==> src/rtl/pce_pkg.sv <==
// shared types and constants for the pilot channel equalizer
// used by pce_soft_div and pilot_channel_equalizer_core, no dependencies
package pce_pkg;

    localparam int SAMPLE_W = 16;
    localparam int EST_W    = 17;
    localparam int ACC_W    = 34;
    localparam int DEN_W    = 32;
    localparam int SOFT_W   = 16;
    localparam int QUO_BITS = 15;
    localparam int APB_AW   = 4;
    localparam int APB_DW   = 64;

    localparam logic OP_PILOT = 1'b0;
    localparam logic OP_DATA  = 1'b1;

    // register select is paddr[3]: 0 low sign word, 1 high sign word
    localparam logic REG_SIGNS_LOW  = 1'b0;
    localparam logic REG_SIGNS_HIGH = 1'b1;

    typedef struct packed {
        logic signed [EST_W-1:0] re;
        logic signed [EST_W-1:0] im;
    } t_est;

endpackage

==> src/rtl/pce_soft_div.sv <==
// serial soft-symbol divider: trunc(num * 2^14 / den) saturated to 16 bits
// one shared subtract/compare unit, real part then imaginary part
// depends on pce_pkg; numerators and denominator must hold until done
module pce_soft_div (
    input  logic                                  i_clk,
    input  logic                                  i_rst_n,
    input  logic                                  i_start,
    input  logic signed [pce_pkg::ACC_W-1:0]      i_num_re,
    input  logic signed [pce_pkg::ACC_W-1:0]      i_num_im,
    input  logic        [pce_pkg::DEN_W-1:0]      i_den,
    output logic                                  o_done,
    output logic signed [pce_pkg::SOFT_W-1:0]     o_soft_re,
    output logic signed [pce_pkg::SOFT_W-1:0]     o_soft_im
);

    localparam logic [1:0] DV_IDLE  = 2'd0;
    localparam logic [1:0] DV_CHECK = 2'd1;
    localparam logic [1:0] DV_STEP  = 2'd2;

    localparam int RW = pce_pkg::DEN_W + 1;

    logic [1:0]                        r_state;
    logic                              r_part;
    logic                              r_neg;
    logic                              r_sat;
    logic [3:0]                        r_cnt;
    logic [RW-1:0]                     r_rem;
    logic [pce_pkg::QUO_BITS-1:0]      r_quo;
    logic                              r_done;
    logic signed [pce_pkg::SOFT_W-1:0] r_soft_re;
    logic signed [pce_pkg::SOFT_W-1:0] r_soft_im;

    logic [RW-1:0]                     sub_b;
    logic [RW:0]                       diff;
    logic                              ge;
    logic [RW-1:0]                     rem_kept;
    logic [pce_pkg::QUO_BITS-1:0]      quo_next;
    logic signed [pce_pkg::SOFT_W-1:0] soft_val;
    logic signed [pce_pkg::ACC_W-1:0]  num_sel;
    logic signed [pce_pkg::ACC_W-1:0]  num_abs;

    // the shared unit: compare against 2*den for the overflow check, den otherwise
    assign sub_b    = (r_state == DV_CHECK) ? {i_den, 1'b0} : {1'b0, i_den};
    assign diff     = {1'b0, r_rem} - {1'b0, sub_b};
    assign ge       = ~diff[RW];
    assign rem_kept = ge ? diff[RW-1:0] : r_rem;
    assign quo_next = {r_quo[pce_pkg::QUO_BITS-2:0], ge};

    always_comb begin
        if (r_sat) begin
            soft_val = r_neg ? pce_pkg::SOFT_W'(16'sh8000) : pce_pkg::SOFT_W'(16'sh7FFF);
        end else if (r_neg) begin
            soft_val = -$signed({1'b0, quo_next});
        end else begin
            soft_val = $signed({1'b0, quo_next});
        end
    end

    // numerator for the part about to start
    assign num_sel = (r_state == DV_IDLE) ? i_num_re : i_num_im;
    assign num_abs = num_sel[pce_pkg::ACC_W-1] ? -num_sel : num_sel;

    always_ff @(posedge i_clk) begin
        if (!i_rst_n) begin
            r_state <= DV_IDLE;
            r_part  <= 1'b0;
            r_cnt   <= '0;
            r_done  <= 1'b0;
        end else begin
            r_done <= 1'b0;
            unique case (r_state)
                DV_IDLE: begin
                    if (i_start) begin
                        r_state <= DV_CHECK;
                        r_part  <= 1'b0;
                    end
                end
                DV_CHECK: begin
                    r_cnt   <= '0;
                    r_state <= DV_STEP;
                end
                DV_STEP: begin
                    if (r_cnt == 4'(pce_pkg::QUO_BITS - 1)) begin
                        if (r_part) begin
                            r_state <= DV_IDLE;
                            r_done  <= 1'b1;
                        end else begin
                            r_part  <= 1'b1;
                            r_state <= DV_CHECK;
                        end
                    end else begin
                        r_cnt <= r_cnt + 4'd1;
                    end
                end
                default: begin
                    r_state <= DV_IDLE;
                end
            endcase
        end
    end

    always_ff @(posedge i_clk) begin
        unique case (r_state)
            DV_IDLE: begin
                r_rem <= num_abs[RW-1:0];
                r_neg <= num_sel[pce_pkg::ACC_W-1];
                r_quo <= '0;
            end
            DV_CHECK: begin
                // |num| >= 2*den means the quotient reaches 32768
                r_sat <= ge;
                r_quo <= '0;
            end
            DV_STEP: begin
                r_quo <= quo_next;
                r_rem <= {rem_kept[RW-2:0], 1'b0};
                if (r_cnt == 4'(pce_pkg::QUO_BITS - 1)) begin
                    if (r_part) begin
                        r_soft_im <= soft_val;
                    end else begin
                        r_soft_re <= soft_val;
                        r_rem     <= num_abs[RW-1:0];
                        r_neg     <= num_sel[pce_pkg::ACC_W-1];
                    end
                end
            end
            default: begin
                r_quo <= '0;
            end
        endcase
    end

    assign o_done    = r_done;
    assign o_soft_re = r_soft_re;
    assign o_soft_im = r_soft_im;

endmodule

==> src/rtl/pilot_channel_equalizer_core.sv <==
// pilot channel equalizer top level: estimate memory, shared multiplier,
// sequencer, apb sign registers; depends on pce_pkg and pce_soft_div
//
// usage:
//   input beats are taken when start is high and busy is low. a pilot beat
//   (opcode 0) writes the channel estimate of its subcarrier in that same
//   cycle and gives no result; busy stays low, so pilots go one per cycle.
//   a data beat (opcode 1) raises busy and, after the estimate read, the
//   products and the divisions, puts one result on the o_ result ports with
//   o_valid high for exactly one cycle. busy falls in that cycle, so a new beat
//   can be taken with it. the time is set by one 17x17 multiplier shared over
//   six products and one subtract/compare unit that runs two divisions (a
//   range check and 15 steps each), plus the estimate memory read and control.
//   when the channel magnitude is zero the division is skipped and the result
//   comes with divide_error set.
//   the receiver cannot stall: a result is gone after its strobe cycle.
//   the user must see that the sign registers are written through the apb port
//   only while idle; the block itself does not enforce this.
//   reset clears the sequencer and both sign registers; the estimate memory
//   is not cleared, so every subcarrier needs a pilot before its data.
module pilot_channel_equalizer_core #(
    parameter int SUBCARRIERS = 64
) (
    input  logic                                  i_clk,
    input  logic                                  i_rst_n,
    input  logic                                  start,
    output logic                                  busy,
    input  logic                                  i_opcode,
    input  logic        [5:0]                     i_subcarrier,
    input  logic signed [pce_pkg::SAMPLE_W-1:0]   i_sample_re,
    input  logic signed [pce_pkg::SAMPLE_W-1:0]   i_sample_im,
    output logic                                  o_valid,
    output logic        [5:0]                     o_out_subcarrier,
    output logic signed [31:0]                    o_equalized_re,
    output logic signed [31:0]                    o_equalized_im,
    output logic        [1:0]                     o_data_bits,
    output logic signed [pce_pkg::SOFT_W-1:0]     o_soft_re,
    output logic signed [pce_pkg::SOFT_W-1:0]     o_soft_im,
    output logic                                  o_divide_error,
    input  logic                                  psel,
    input  logic                                  penable,
    input  logic                                  pwrite,
    input  logic        [pce_pkg::APB_AW-1:0]     paddr,
    input  logic        [pce_pkg::APB_DW-1:0]     pwdata,
    output logic        [pce_pkg::APB_DW-1:0]     prdata,
    output logic                                  pready
);

    localparam int AW = (SUBCARRIERS > 1) ? $clog2(SUBCARRIERS) : 1;

    localparam logic [2:0] ST_IDLE = 3'd0;
    localparam logic [2:0] ST_READ = 3'd1;
    localparam logic [2:0] ST_MUL  = 3'd2;
    localparam logic [2:0] ST_POST = 3'd3;
    localparam logic [2:0] ST_DIV  = 3'd4;

    localparam int EW = pce_pkg::EST_W;
    localparam int CW = pce_pkg::ACC_W;

    // ---------------- configuration ----------------
    logic [63:0] r_signs_low;
    logic [63:0] r_signs_high;
    logic        cfg_wr;

    assign cfg_wr = psel & penable & pwrite;
    assign pready = 1'b1;
    assign prdata = (paddr[3] == pce_pkg::REG_SIGNS_HIGH) ? r_signs_high : r_signs_low;

    always_ff @(posedge i_clk) begin
        if (!i_rst_n) begin
            r_signs_low  <= '0;
            r_signs_high <= '0;
        end else if (cfg_wr) begin
            if (paddr[3] == pce_pkg::REG_SIGNS_LOW) begin
                r_signs_low <= pwdata;
            end else begin
                r_signs_high <= pwdata;
            end
        end
    end

    // ---------------- pilot estimate ----------------
    logic                 accept;
    logic                 in_range;
    logic [AW-1:0]        addr;
    logic [63:0]          sign_word;
    logic                 sgn_re;
    logic                 sgn_im;
    logic signed [EW-1:0] x_ext;
    logic signed [EW-1:0] y_ext;
    logic signed [EW:0]   est_sum_re;
    logic signed [EW:0]   est_sum_im;
    pce_pkg::t_est        pilot_est;

    assign accept    = start & ~busy;
    assign in_range  = 32'(i_subcarrier) < SUBCARRIERS;
    assign addr      = AW'(i_subcarrier);
    assign sign_word = i_subcarrier[5] ? r_signs_high : r_signs_low;
    assign sgn_re    = sign_word[{i_subcarrier[4:0], 1'b0}];
    assign sgn_im    = sign_word[{i_subcarrier[4:0], 1'b1}];
    assign x_ext     = EW'(i_sample_re);
    assign y_ext     = EW'(i_sample_im);

    // conj(r) * p with p = +-1 +- j, then floor half
    assign est_sum_re = (EW+1)'(sgn_re ? x_ext : -x_ext) + (EW+1)'(sgn_im ? y_ext : -y_ext);
    assign est_sum_im = (EW+1)'(sgn_im ? x_ext : -x_ext) + (EW+1)'(sgn_re ? -y_ext : y_ext);
    assign pilot_est.re = est_sum_re[EW:1];
    assign pilot_est.im = est_sum_im[EW:1];

    pce_pkg::t_est r_mem [SUBCARRIERS];
    pce_pkg::t_est r_rd_est;

    always_ff @(posedge i_clk) begin
        if (accept && in_range) begin
            if (i_opcode == pce_pkg::OP_PILOT) begin
                r_mem[addr] <= pilot_est;
            end else begin
                r_rd_est <= r_mem[addr];
            end
        end
    end

    // ---------------- sequencer ----------------
    logic [2:0]                       r_state;
    logic [2:0]                       n_state;
    logic [2:0]                       r_cnt;
    logic                             r_valid;
    logic                             r_inside;
    logic [5:0]                       r_k;
    logic signed [EW-1:0]             r_x;
    logic signed [EW-1:0]             r_y;
    logic signed [CW-1:0]             r_prod;
    logic signed [CW-1:0]             r_er;
    logic signed [CW-1:0]             r_ei;
    logic signed [CW-1:0]             r_mag;
    logic signed [EW-1:0]             est_c;
    logic signed [EW-1:0]             est_d;
    logic signed [EW-1:0]             mul_a;
    logic signed [EW-1:0]             mul_b;
    logic signed [CW-1:0]             mul_p;
    logic                             finish;
    logic                             mag_zero;
    logic                             div_start;
    logic                             div_done;
    logic signed [pce_pkg::SOFT_W-1:0] div_soft_re;
    logic signed [pce_pkg::SOFT_W-1:0] div_soft_im;

    assign est_c    = r_inside ? r_rd_est.re : '0;
    assign est_d    = r_inside ? r_rd_est.im : '0;
    assign mag_zero = (r_mag == '0);

    always_comb begin
        unique case (r_cnt)
            3'd0:    begin mul_a = r_x;   mul_b = est_c; end
            3'd1:    begin mul_a = r_y;   mul_b = est_d; end
            3'd2:    begin mul_a = r_x;   mul_b = est_d; end
            3'd3:    begin mul_a = r_y;   mul_b = est_c; end
            3'd4:    begin mul_a = est_c; mul_b = est_c; end
            default: begin mul_a = est_d; mul_b = est_d; end
        endcase
    end

    assign mul_p = mul_a * mul_b;

    assign div_start = (r_state == ST_POST) && !mag_zero;
    assign finish = ((r_state == ST_POST) && mag_zero) || ((r_state == ST_DIV) && div_done);

    always_comb begin
        n_state = r_state;
        unique case (r_state)
            ST_IDLE: if (accept && i_opcode == pce_pkg::OP_DATA) n_state = ST_READ;
            ST_READ: n_state = ST_MUL;
            ST_MUL:  if (r_cnt == 3'd6) n_state = ST_POST;
            ST_POST: n_state = mag_zero ? ST_IDLE : ST_DIV;
            ST_DIV:  if (div_done) n_state = ST_IDLE;
            default: n_state = ST_IDLE;
        endcase
    end

    always_ff @(posedge i_clk) begin
        if (!i_rst_n) begin
            r_state <= ST_IDLE;
            r_cnt   <= '0;
            r_valid <= 1'b0;
        end else begin
            r_state <= n_state;
            r_valid <= finish;
            if (r_state == ST_MUL) begin
                r_cnt <= r_cnt + 3'd1;
            end else begin
                r_cnt <= '0;
            end
        end
    end

    always_ff @(posedge i_clk) begin
        if (accept) begin
            r_k      <= i_subcarrier;
            r_x      <= x_ext;
            r_y      <= y_ext;
            r_inside <= in_range;
        end
        if (r_state == ST_MUL) begin
            r_prod <= mul_p;
            // accumulate the product issued in the previous cycle
            unique case (r_cnt)
                3'd1:    r_er  <= r_prod;
                3'd2:    r_er  <= r_er - r_prod;
                3'd3:    r_ei  <= r_prod;
                3'd4:    r_ei  <= r_ei + r_prod;
                3'd5:    r_mag <= r_prod;
                3'd6:    r_mag <= r_mag + r_prod;
                default: begin
                end
            endcase
        end
    end

    pce_soft_div u_div (
        .i_clk     (i_clk),
        .i_rst_n   (i_rst_n),
        .i_start   (div_start),
        .i_num_re  (r_er),
        .i_num_im  (r_ei),
        .i_den     (r_mag[pce_pkg::DEN_W-1:0]),
        .o_done    (div_done),
        .o_soft_re (div_soft_re),
        .o_soft_im (div_soft_im)
    );

    // ---------------- result register ----------------
    function automatic logic signed [31:0] sat32(input logic signed [CW-1:0] v);
        logic signed [31:0] res;
        if (v[CW-1:31] == '0 || v[CW-1:31] == '1) begin
            res = v[31:0];
        end else begin
            res = v[CW-1] ? 32'sh8000_0000 : 32'sh7FFF_FFFF;
        end
        return res;
    endfunction

    always_ff @(posedge i_clk) begin
        if (finish) begin
            o_out_subcarrier <= r_k;
            o_equalized_re   <= sat32(r_er);
            o_equalized_im   <= sat32(r_ei);
            o_data_bits      <= {(!r_ei[CW-1] && r_ei != '0), (!r_er[CW-1] && r_er != '0)};
            o_divide_error   <= mag_zero;
            o_soft_re        <= mag_zero ? '0 : div_soft_re;
            o_soft_im        <= mag_zero ? '0 : div_soft_im;
        end
    end

    assign o_valid = r_valid;
    assign busy    = (r_state != ST_IDLE);

    // ---------------- assertions ----------------
    a_strobe_single: assert property (@(posedge i_clk) disable iff (!i_rst_n)
        o_valid |=> !o_valid)
        else $error("result strobe longer than one cycle");

    a_err_zero_soft: assert property (@(posedge i_clk) disable iff (!i_rst_n)
        (o_valid && o_divide_error) |-> (o_soft_re == '0 && o_soft_im == '0))
        else $error("soft outputs not zero on divide error");

    a_bit_matches_re: assert property (@(posedge i_clk) disable iff (!i_rst_n)
        (o_valid && o_data_bits[0]) |-> (!o_equalized_re[31] && o_equalized_re != '0))
        else $error("real hard bit disagrees with equalized value");

    a_done_in_div: assert property (@(posedge i_clk) disable iff (!i_rst_n)
        div_done |-> (r_state == ST_DIV))
        else $error("divider finished outside of divide phase");

    a_data_goes_busy: assert property (@(posedge i_clk) disable iff (!i_rst_n)
        (accept && i_opcode == pce_pkg::OP_DATA) |=> busy)
        else $error("data beat taken without going busy");

endmodule
==> config.mk <==
export PLATFORM = sky130hd
export DESIGN_NAME = pilot_channel_equalizer_core
export DESIGN_NICKNAME = d
export VERILOG_FILES = /design/src/rtl/pce_pkg.sv /design/src/rtl/pce_soft_div.sv /design/src/rtl/pilot_channel_equalizer_core.sv
export SDC_FILE = /design/constraint.sdc
export NUM_CORES = 2
export LEC_CHECK = 0
export BUFFER_PORTS_ARGS = -buffer_cell sky130_fd_sc_hd__buf_2
export CELL_PAD_IN_SITES_DETAIL_PLACEMENT = 0
export CELL_PAD_IN_SITES_GLOBAL_PLACEMENT = 2
export CORE_MARGIN = 4
export CORE_UTILIZATION = 38
export DETAILED_ROUTE_END_ITERATION = 16
export PLACE_DENSITY = 0.75
export SLEW_MARGIN = 20
export SYNTH_ARGS = -nofsm -noshare
export SYNTH_HDL_FRONTEND = slang
export SYNTH_SLANG_ARGS = --single-unit
==> constraint.sdc <==
create_clock -name i_clk -period 18.35 [get_ports i_clk]
set_input_delay 1.835 -clock i_clk [delete_from_list [all_inputs] [get_ports i_clk]]
set_output_delay 1.835 -clock i_clk [all_outputs]
set_load 0.01 [all_outputs]
Word-level counts from Yosys, hierarchy flattened:

Memory sizes are Yosys's and may differ from the RTL's. A register that Yosys moved wholly into a read port is not among the register bits.
Index checks and enable logic that the tools add are counted.

* logic and storage cells: 168
* output and inout port bits: 172
* bits in registers: 503
* bits of input ports: 113
* bits in writable memories: 2176
* memories: 1

Memory list
* r_mem: depth 64, bits a word 34, read ports 1, clocked after Yosys merged registers in 1, write ports 1, RTL line pilot_channel_equalizer_core.sv:110 `pce_pkg::t_est r_mem [SUBCARRIERS];`

* order comparisons: 2
* reduce and logical (&&, ||, !) cells: 44
* bitwise gates (word level): 7
* mux-type cells: 50
* multipliers: 1
* eq/ne operators: 22
* add/subtract/negate cells: 12

Operator list (number)
* $pmux W34 S2: 3
* $mux W32: 5
* $mux W33: 4
* $mux W64: 2
* $mux W18: 4
* $add A34 B34 Y34: 2
* $reduce_bool A34 Y1: 2
* $pmux W33 S2: 1
* $pmux W17 S3: 1
* $mux W16: 3
* $add A18 B18 Y18: 2
* $neg A16 Y18: 2
* $logic_not A34 Y1: 1
* $mul A17 B17 Y34: 1
* $mux W34: 1
* $sub A33 B33 Y34: 1
* $sub A34 B34 Y34: 1
* $neg A33 Y33: 1
* $eq A3 B3 Y1 const B: 6
* $reduce_and A2 Y1: 9
* $reduce_and A3 Y1: 6
* $mux W17: 1
* $neg A15 Y16: 1
* $pmux W3 S5: 1
* other kinds (29): 77

Logic depth before layout (Yosys ltp):

* depth in word-level cells: 7
* depth in mapped cells: 34

By module:

From an unflattened synthesis, not the netlist that was laid out.

* cells, all modules: 9053
* area, all modules: 125075.0 µm²

Modules (own cells, without submodules)
* pilot_channel_equalizer_core: cells an instance 8200, instances 1, seq. area each 77444.3 µm², area each 117692.9 µm²
* pce_soft_div: cells an instance 853, instances 1, seq. area each 2452.4 µm², area each 7382.1 µm²

Worst setup path after synthesis:

OpenSTA, ideal clock, no wires.

* path type: input-to-reg
* start: input i_subcarrier[0]
* end: memory r_mem[0][32] in the netlist's numbering, data pin
* library setup time: 1009 ps
* path buffers: 4
* required time: 17341 ps
* stages: 20
* arrival: 9934 ps
* setup slack: 7408 ps
* path through: buf_4 buf_2 buf_2 mux4_2 a211oi_1 o21ai_0 a32oi_2 buf_2 a21o_1 inv_1 fa_1 nor2b_1 o21ai_0 a21boi_0 o21ai_0 a21boi_0 o21ai_0 a21oi_1 o41ai_2 o311ai_0

* longest elaborated chain between the ends: 4

RTL lines
* from (decl): RTL line pilot_channel_equalizer_core.sv:29 `input logic [5:0] i_subcarrier,`
* $bmux W1 S5 (on tied branches): RTL line pilot_channel_equalizer_core.sv:99, pilot_channel_equalizer_core.sv:100
* $mux W1 (on tied branches): RTL line pilot_channel_equalizer_core.sv:99, pilot_channel_equalizer_core.sv:100
* $mux W18: RTL line pilot_channel_equalizer_core.sv:105 `assign est_sum_re = (EW+1)'(sgn_re ? x_ext : -x_ext) + (EW+1)'(sgn_im ? y_ext : -y_ext);`
* $add A18 B18 Y18 (*): RTL line pilot_channel_equalizer_core.sv:105
* net est_sum_re[16]: RTL line pilot_channel_equalizer_core.sv:91 `logic signed [EW:0] est_sum_re;`
* to (decl): RTL line pilot_channel_equalizer_core.sv:110

Mark *: on every way through the listed nets, which the timed path passes. The rest lies on a longest branch. The select of a mux whose other input is x is not followed.

Final worst setup path:

* start: register r_cnt[0]
* end: register r_prod[33], data pin

* longest elaborated chain between the ends: 4

RTL lines
* from (decl): RTL line pilot_channel_equalizer_core.sv:126 `logic [2:0] r_cnt;`
* from (signal assigned): RTL line pilot_channel_equalizer_core.sv:189 `r_cnt <= r_cnt + 3'd1;`
* $eq A3 B2 Y1 (tied with other cells): RTL line pilot_channel_equalizer_core.sv:153 `unique case (r_cnt)`
* $reduce_or A2 Y1 (no source line) or $reduce_or A3 Y1 (tied branches)
* $pmux W17 S3 or $mux W17 (tied branches): RTL line pilot_channel_equalizer_core.sv:153
* $mul A17 B17 Y34 (*): RTL line pilot_channel_equalizer_core.sv:163 `assign mul_p = mul_a * mul_b;`
* net mul_p[33]: RTL line pilot_channel_equalizer_core.sv:140 `logic signed [CW-1:0] mul_p;`
* to (signal assigned): RTL line pilot_channel_equalizer_core.sv:204 `r_prod <= mul_p;`
* to (decl): RTL line pilot_channel_equalizer_core.sv:132 `logic signed [CW-1:0] r_prod;`

Mark *: on every way through the listed nets, which the timed path passes. The rest lies on a longest branch.
A chain may end at the register's enable or synchronous reset.

==> results.tsv <==
stage	metric	value	unit
setup_path	cp-start-kind	register	
place	dpl_cell_area	133000	um2
logic_synthesis	synth-async-reset-ratio	0	%
layout	drive_gt1_share	14.3	%
pwr	peakVddDrop	0.562	mV
cts	path_clk_slew	60	ps
cts	numCtsBuffers	293	
setup_path	cp_common_cell	fa_1	
sta	drv_slew	0	
pwr	p_int	15.8	mW
sta	fmaxAchievable	108	MHz
global_route	antenna_found_initial	54	
pwr	p_clk_share	23.0	%
drt	drtIter0Drc	8706	
logic_synthesis	synth.distinct_cells	89	
global_route	track_usage	23.7	%
setup_path	cp_max_fo	42	
floorplanning	coreArea	327000	um2
sta	worst_pin_slew	1180	ps
place	place_ws	8880	ps
setup_path	arrival	9870	ps
pwr	p_switching	9.13	mW
layout	multi_input_area	42400	um2
run_status	status	complete, no violations	
pwr	p_comb_share	43.9	%
layout	final_util	43.4	%
floorplanning	dieWidth	581	um
layout	nFillCells	29400	
global_route	overflow	0	
floorplanning	ios	285	
cts	cts_sinks	2713	
cts	post_cts_buffers	0	
sta	slew_headroom	19.2	%
setup_path	crit_type	register to register	
drt	routed_wl	414000	um
setup_path	critPathTopFamily	adder cells	
sta	fin_crit	9290	ps
pwr	switching_share	36.7	%
place	place.gp.congestion	0.867	
logic_synthesis	syn-num-nets	9720	
flow_run	cap_violations	0	
logic_synthesis	ys_ff_latch	2713	
logic_synthesis	seq_area_frac_synth	64.1	%
logic_synthesis	synthFlopType	edfxtp_1	
drt	drc	0	
sta	skew	90.6	ps
cts	cts_resized	0	
pwr	p_total	24.9	mW
layout	nets	10100	
drt	routed_via_density	5.85	
floorplanning	num_rows	210	
cts	holdBufCountCts	0	
global_route	grt_pass1_vias	80600	
cts	ctsHtreeMaxLevel	5	
place	port_buffers	280	
logic_synthesis	ys_warn_count	0	
global_route	grt_pass1_wl	587000	um
logic_synthesis	synth_cells	9044	
cts	cts_buffer_depth	4	
drt	ant_nets	0	
sta	finalCritPeriodShare	50.6	%
worst_hold_path	holdCritPathClass	register to register	
pwr	p_leak	49.6	nW
drt	vias	81800	
cts	clock-root-buffer	clkbuf_16	
sta	finalSetupViolations	0	
setup_path	critPathCaptureType	register	
sta	finalHoldWorstSlack	418	ps
floorplanning	die_h	581	um
layout	instances_no_fill	14000	
drt	drtPass1Iterations	6	
pwr	power_density	175	nW/um2
layout	final_cell_area	142000	um2
logic_synthesis	synth_enable_flop_cells	2556	
floorplanning	dieArea	337000	um2
setup_path	crit_slowest_cell	o21ai_1	
place	dp_hpwl	255000	um
setup_path	cp.buffers_inverters	5	
sta	rsz0062_at_grt	no	
place	dp.cells	13400	
layout	final-seq-area	79900	um2
pwr	sequentialPowerShare	33.1	%
setup_path	ff2ff_setup_slack	9060	ps
logic_synthesis	synth.avg_cell_area	13.8	um2
cts	clock_latency	920	ps
setup_path	slowest_delay	870	ps
layout	area_delta_synth_final	13.9	%
sta	setup_tns	0	ps
logic_synthesis	syn_area	125000	um2
cts	cts_tree	done	
drt	wire_per_inst	29.6	um
sta	hold_violations	0	
global_route	grt_start_max_net_pins	96	
setup_path	critPathRequiredTime	18930	ps
sta	setup_slack	9060	ps
floorplanning	initial_core_util	38.1	%
==> registers in the layout, indices dropped and copies added (netlist names), 16 cells and up <==
signal,flops
r_er,34
o_soft_re,16
u_div.o_soft_re,16
r_ei,34
r_x,16
r_signs_high,64
u_div.r_rem,33
o_equalized_re,32
r_mag,34
r_signs_low,64
o_equalized_im,32
r_rd_est,34
r_prod,34
r_y,16
o_soft_im,16
r_mem,2176
u_div.o_soft_im,16
==> cells in the final DEF, fill, tap and decap left out, types with 49 or more instances in the layout <==
cell type / instances
inv_1: 405
ha_1: 261
mux4_2: 56
buf_4: 245
clkbuf_16: 299
a221oi_1: 205
o22ai_1: 51
mux2i_1: 225
a22oi_1: 496
buf_2: 274
a21oi_1: 361
nor2_4: 86
xnor2_1: 151
nor2_1: 494
nand4_1: 75
a22o_1: 106
nor3_1: 83
nand3_1: 71
a21boi_0: 136
xor2_1: 77
edfxtp_1: 2556
o21ai_0: 282
nor2b_1: 72
clkinv_1: 49
nand2_1: 742
dfxtp_1: 157
fa_1: 302
clkbuf_1: 70
a31oi_1: 64
nand2b_1: 60
a21o_1: 140
mux2_2: 189
==> area by class of cell <==
cell class | count | share of cell area [%]
multi-input cells | 5430 | 29.9
clock inverters | 137 | 0.885
diodes | 29 | 0.0511
clock buffers | 378 | 5.54
inverters | 411 | 1.09
well taps | 4346 | 3.83
repair buffers | 535 | 2.47
flip-flops and latches | 2713 | 56.3
==> cell families after synthesis <==
family          after synthesis  synth area share (%)
buf+inv                     901                  2.80
fa+ha+maj                   563                  7.46
mux                         474                  4.56
simple gates               1925                  6.94
xor+xnor                    250                  1.76
flops                      2713                  64.1
other cells                   1               0.00301
compound gates             2217                  12.4
==> worst paths after layout <==
check / from / end / cells after the start
worst min register to register: r_k[5]$_DFFE_PP_ / o_out_subcarrier[5]$_DFFE_PP_ / 0
worst max-delay path: r_cnt[0]$_SDFF_PN0_ / r_prod[33]$_DFFE_PP_ / 27
worst min-delay path: r_k[5]$_DFFE_PP_ / o_out_subcarrier[5]$_DFFE_PP_ / 0
worst max register to register: r_cnt[0]$_SDFF_PN0_ / r_prod[33]$_DFFE_PP_ / 27
==> layer usage <==
layer | wire [um] | track usage [%]
met1 | 161000 | 30.5
met2 | 199000 | 39.7
met3 | 34500 | 4.22
met4 | 19300 | 9.82
met5 | 87 | 0
==> synth_stat cells, types with 14 or more instances <==
master	number	area, um2
nand3_1	73	365
a22oi_1	496	3720
a211oi_1	47	353
o211ai_1	41	308
a221oi_1	205	1800
and2_1	36	225
a221o_1	14	140
edfxtp_1	2556	76800
o21ai_1	20	100
a21o_1	140	1050
a22o_1	107	937
nor4_1	41	257
o31ai_1	21	158
nand4_1	75	469
fa_1	302	6050
clkbuf_1	321	1200
mux2i_1	228	2280
nand2b_1	64	400
mux4_2	56	1260
xor2_1	82	718
and3_1	38	238
inv_1	409	1540
a21boi_0	137	1030
nand2_1	748	2810
a41oi_1	43	377
o21ai_0	287	1440
o21bai_1	19	143
nor2b_1	76	475
nor3_1	88	440
a31oi_1	64	400
or3_1	28	175
xnor2_1	168	1470
nor2_1	582	2180
o22ai_1	51	319
dfxtp_1	157	3140
o21a_1	46	345
a222oi_1	14	140
buf_1	95	357
mux2_2	189	2130
ha_1	261	3270
a21oi_1	362	1810
o221ai_1	17	149
buf_2	69	345
==> worst register-to-register path: stages (launching register included) <==
cell      delay [ps]
dfxtp_1          340
ha_1             220
ha_1             220
nand2b_1         580
or3_1            560
buf_4            260
o21ai_1          900
nor2_1           170
fa_1             540
inv_1             50
fa_1             470
fa_1             500
fa_1             550
inv_1             50
fa_1             480
inv_1             50
fa_1             470
inv_1             40
ha_1             340
nand3_1          110
nor2_1            60
a21o_1           170
a211oi_1         520
o221ai_1         290
o41a_1           480
a311o_1          360
a21oi_1          170
xnor2_1          110
==> power groups by stage <==
stage               registers (mW)  logic (mW)  clock network [mW]
finish                        8.23        10.9                5.72
global route                  8.23        12.4                6.06
CTS                           8.23        11.1                5.81
detailed placement            8.36        11.0                   0
global placement              8.36        10.9                   0
floorplan                     8.34        8.08                   0
No activity file was read; power rests on OpenSTA's default activity.
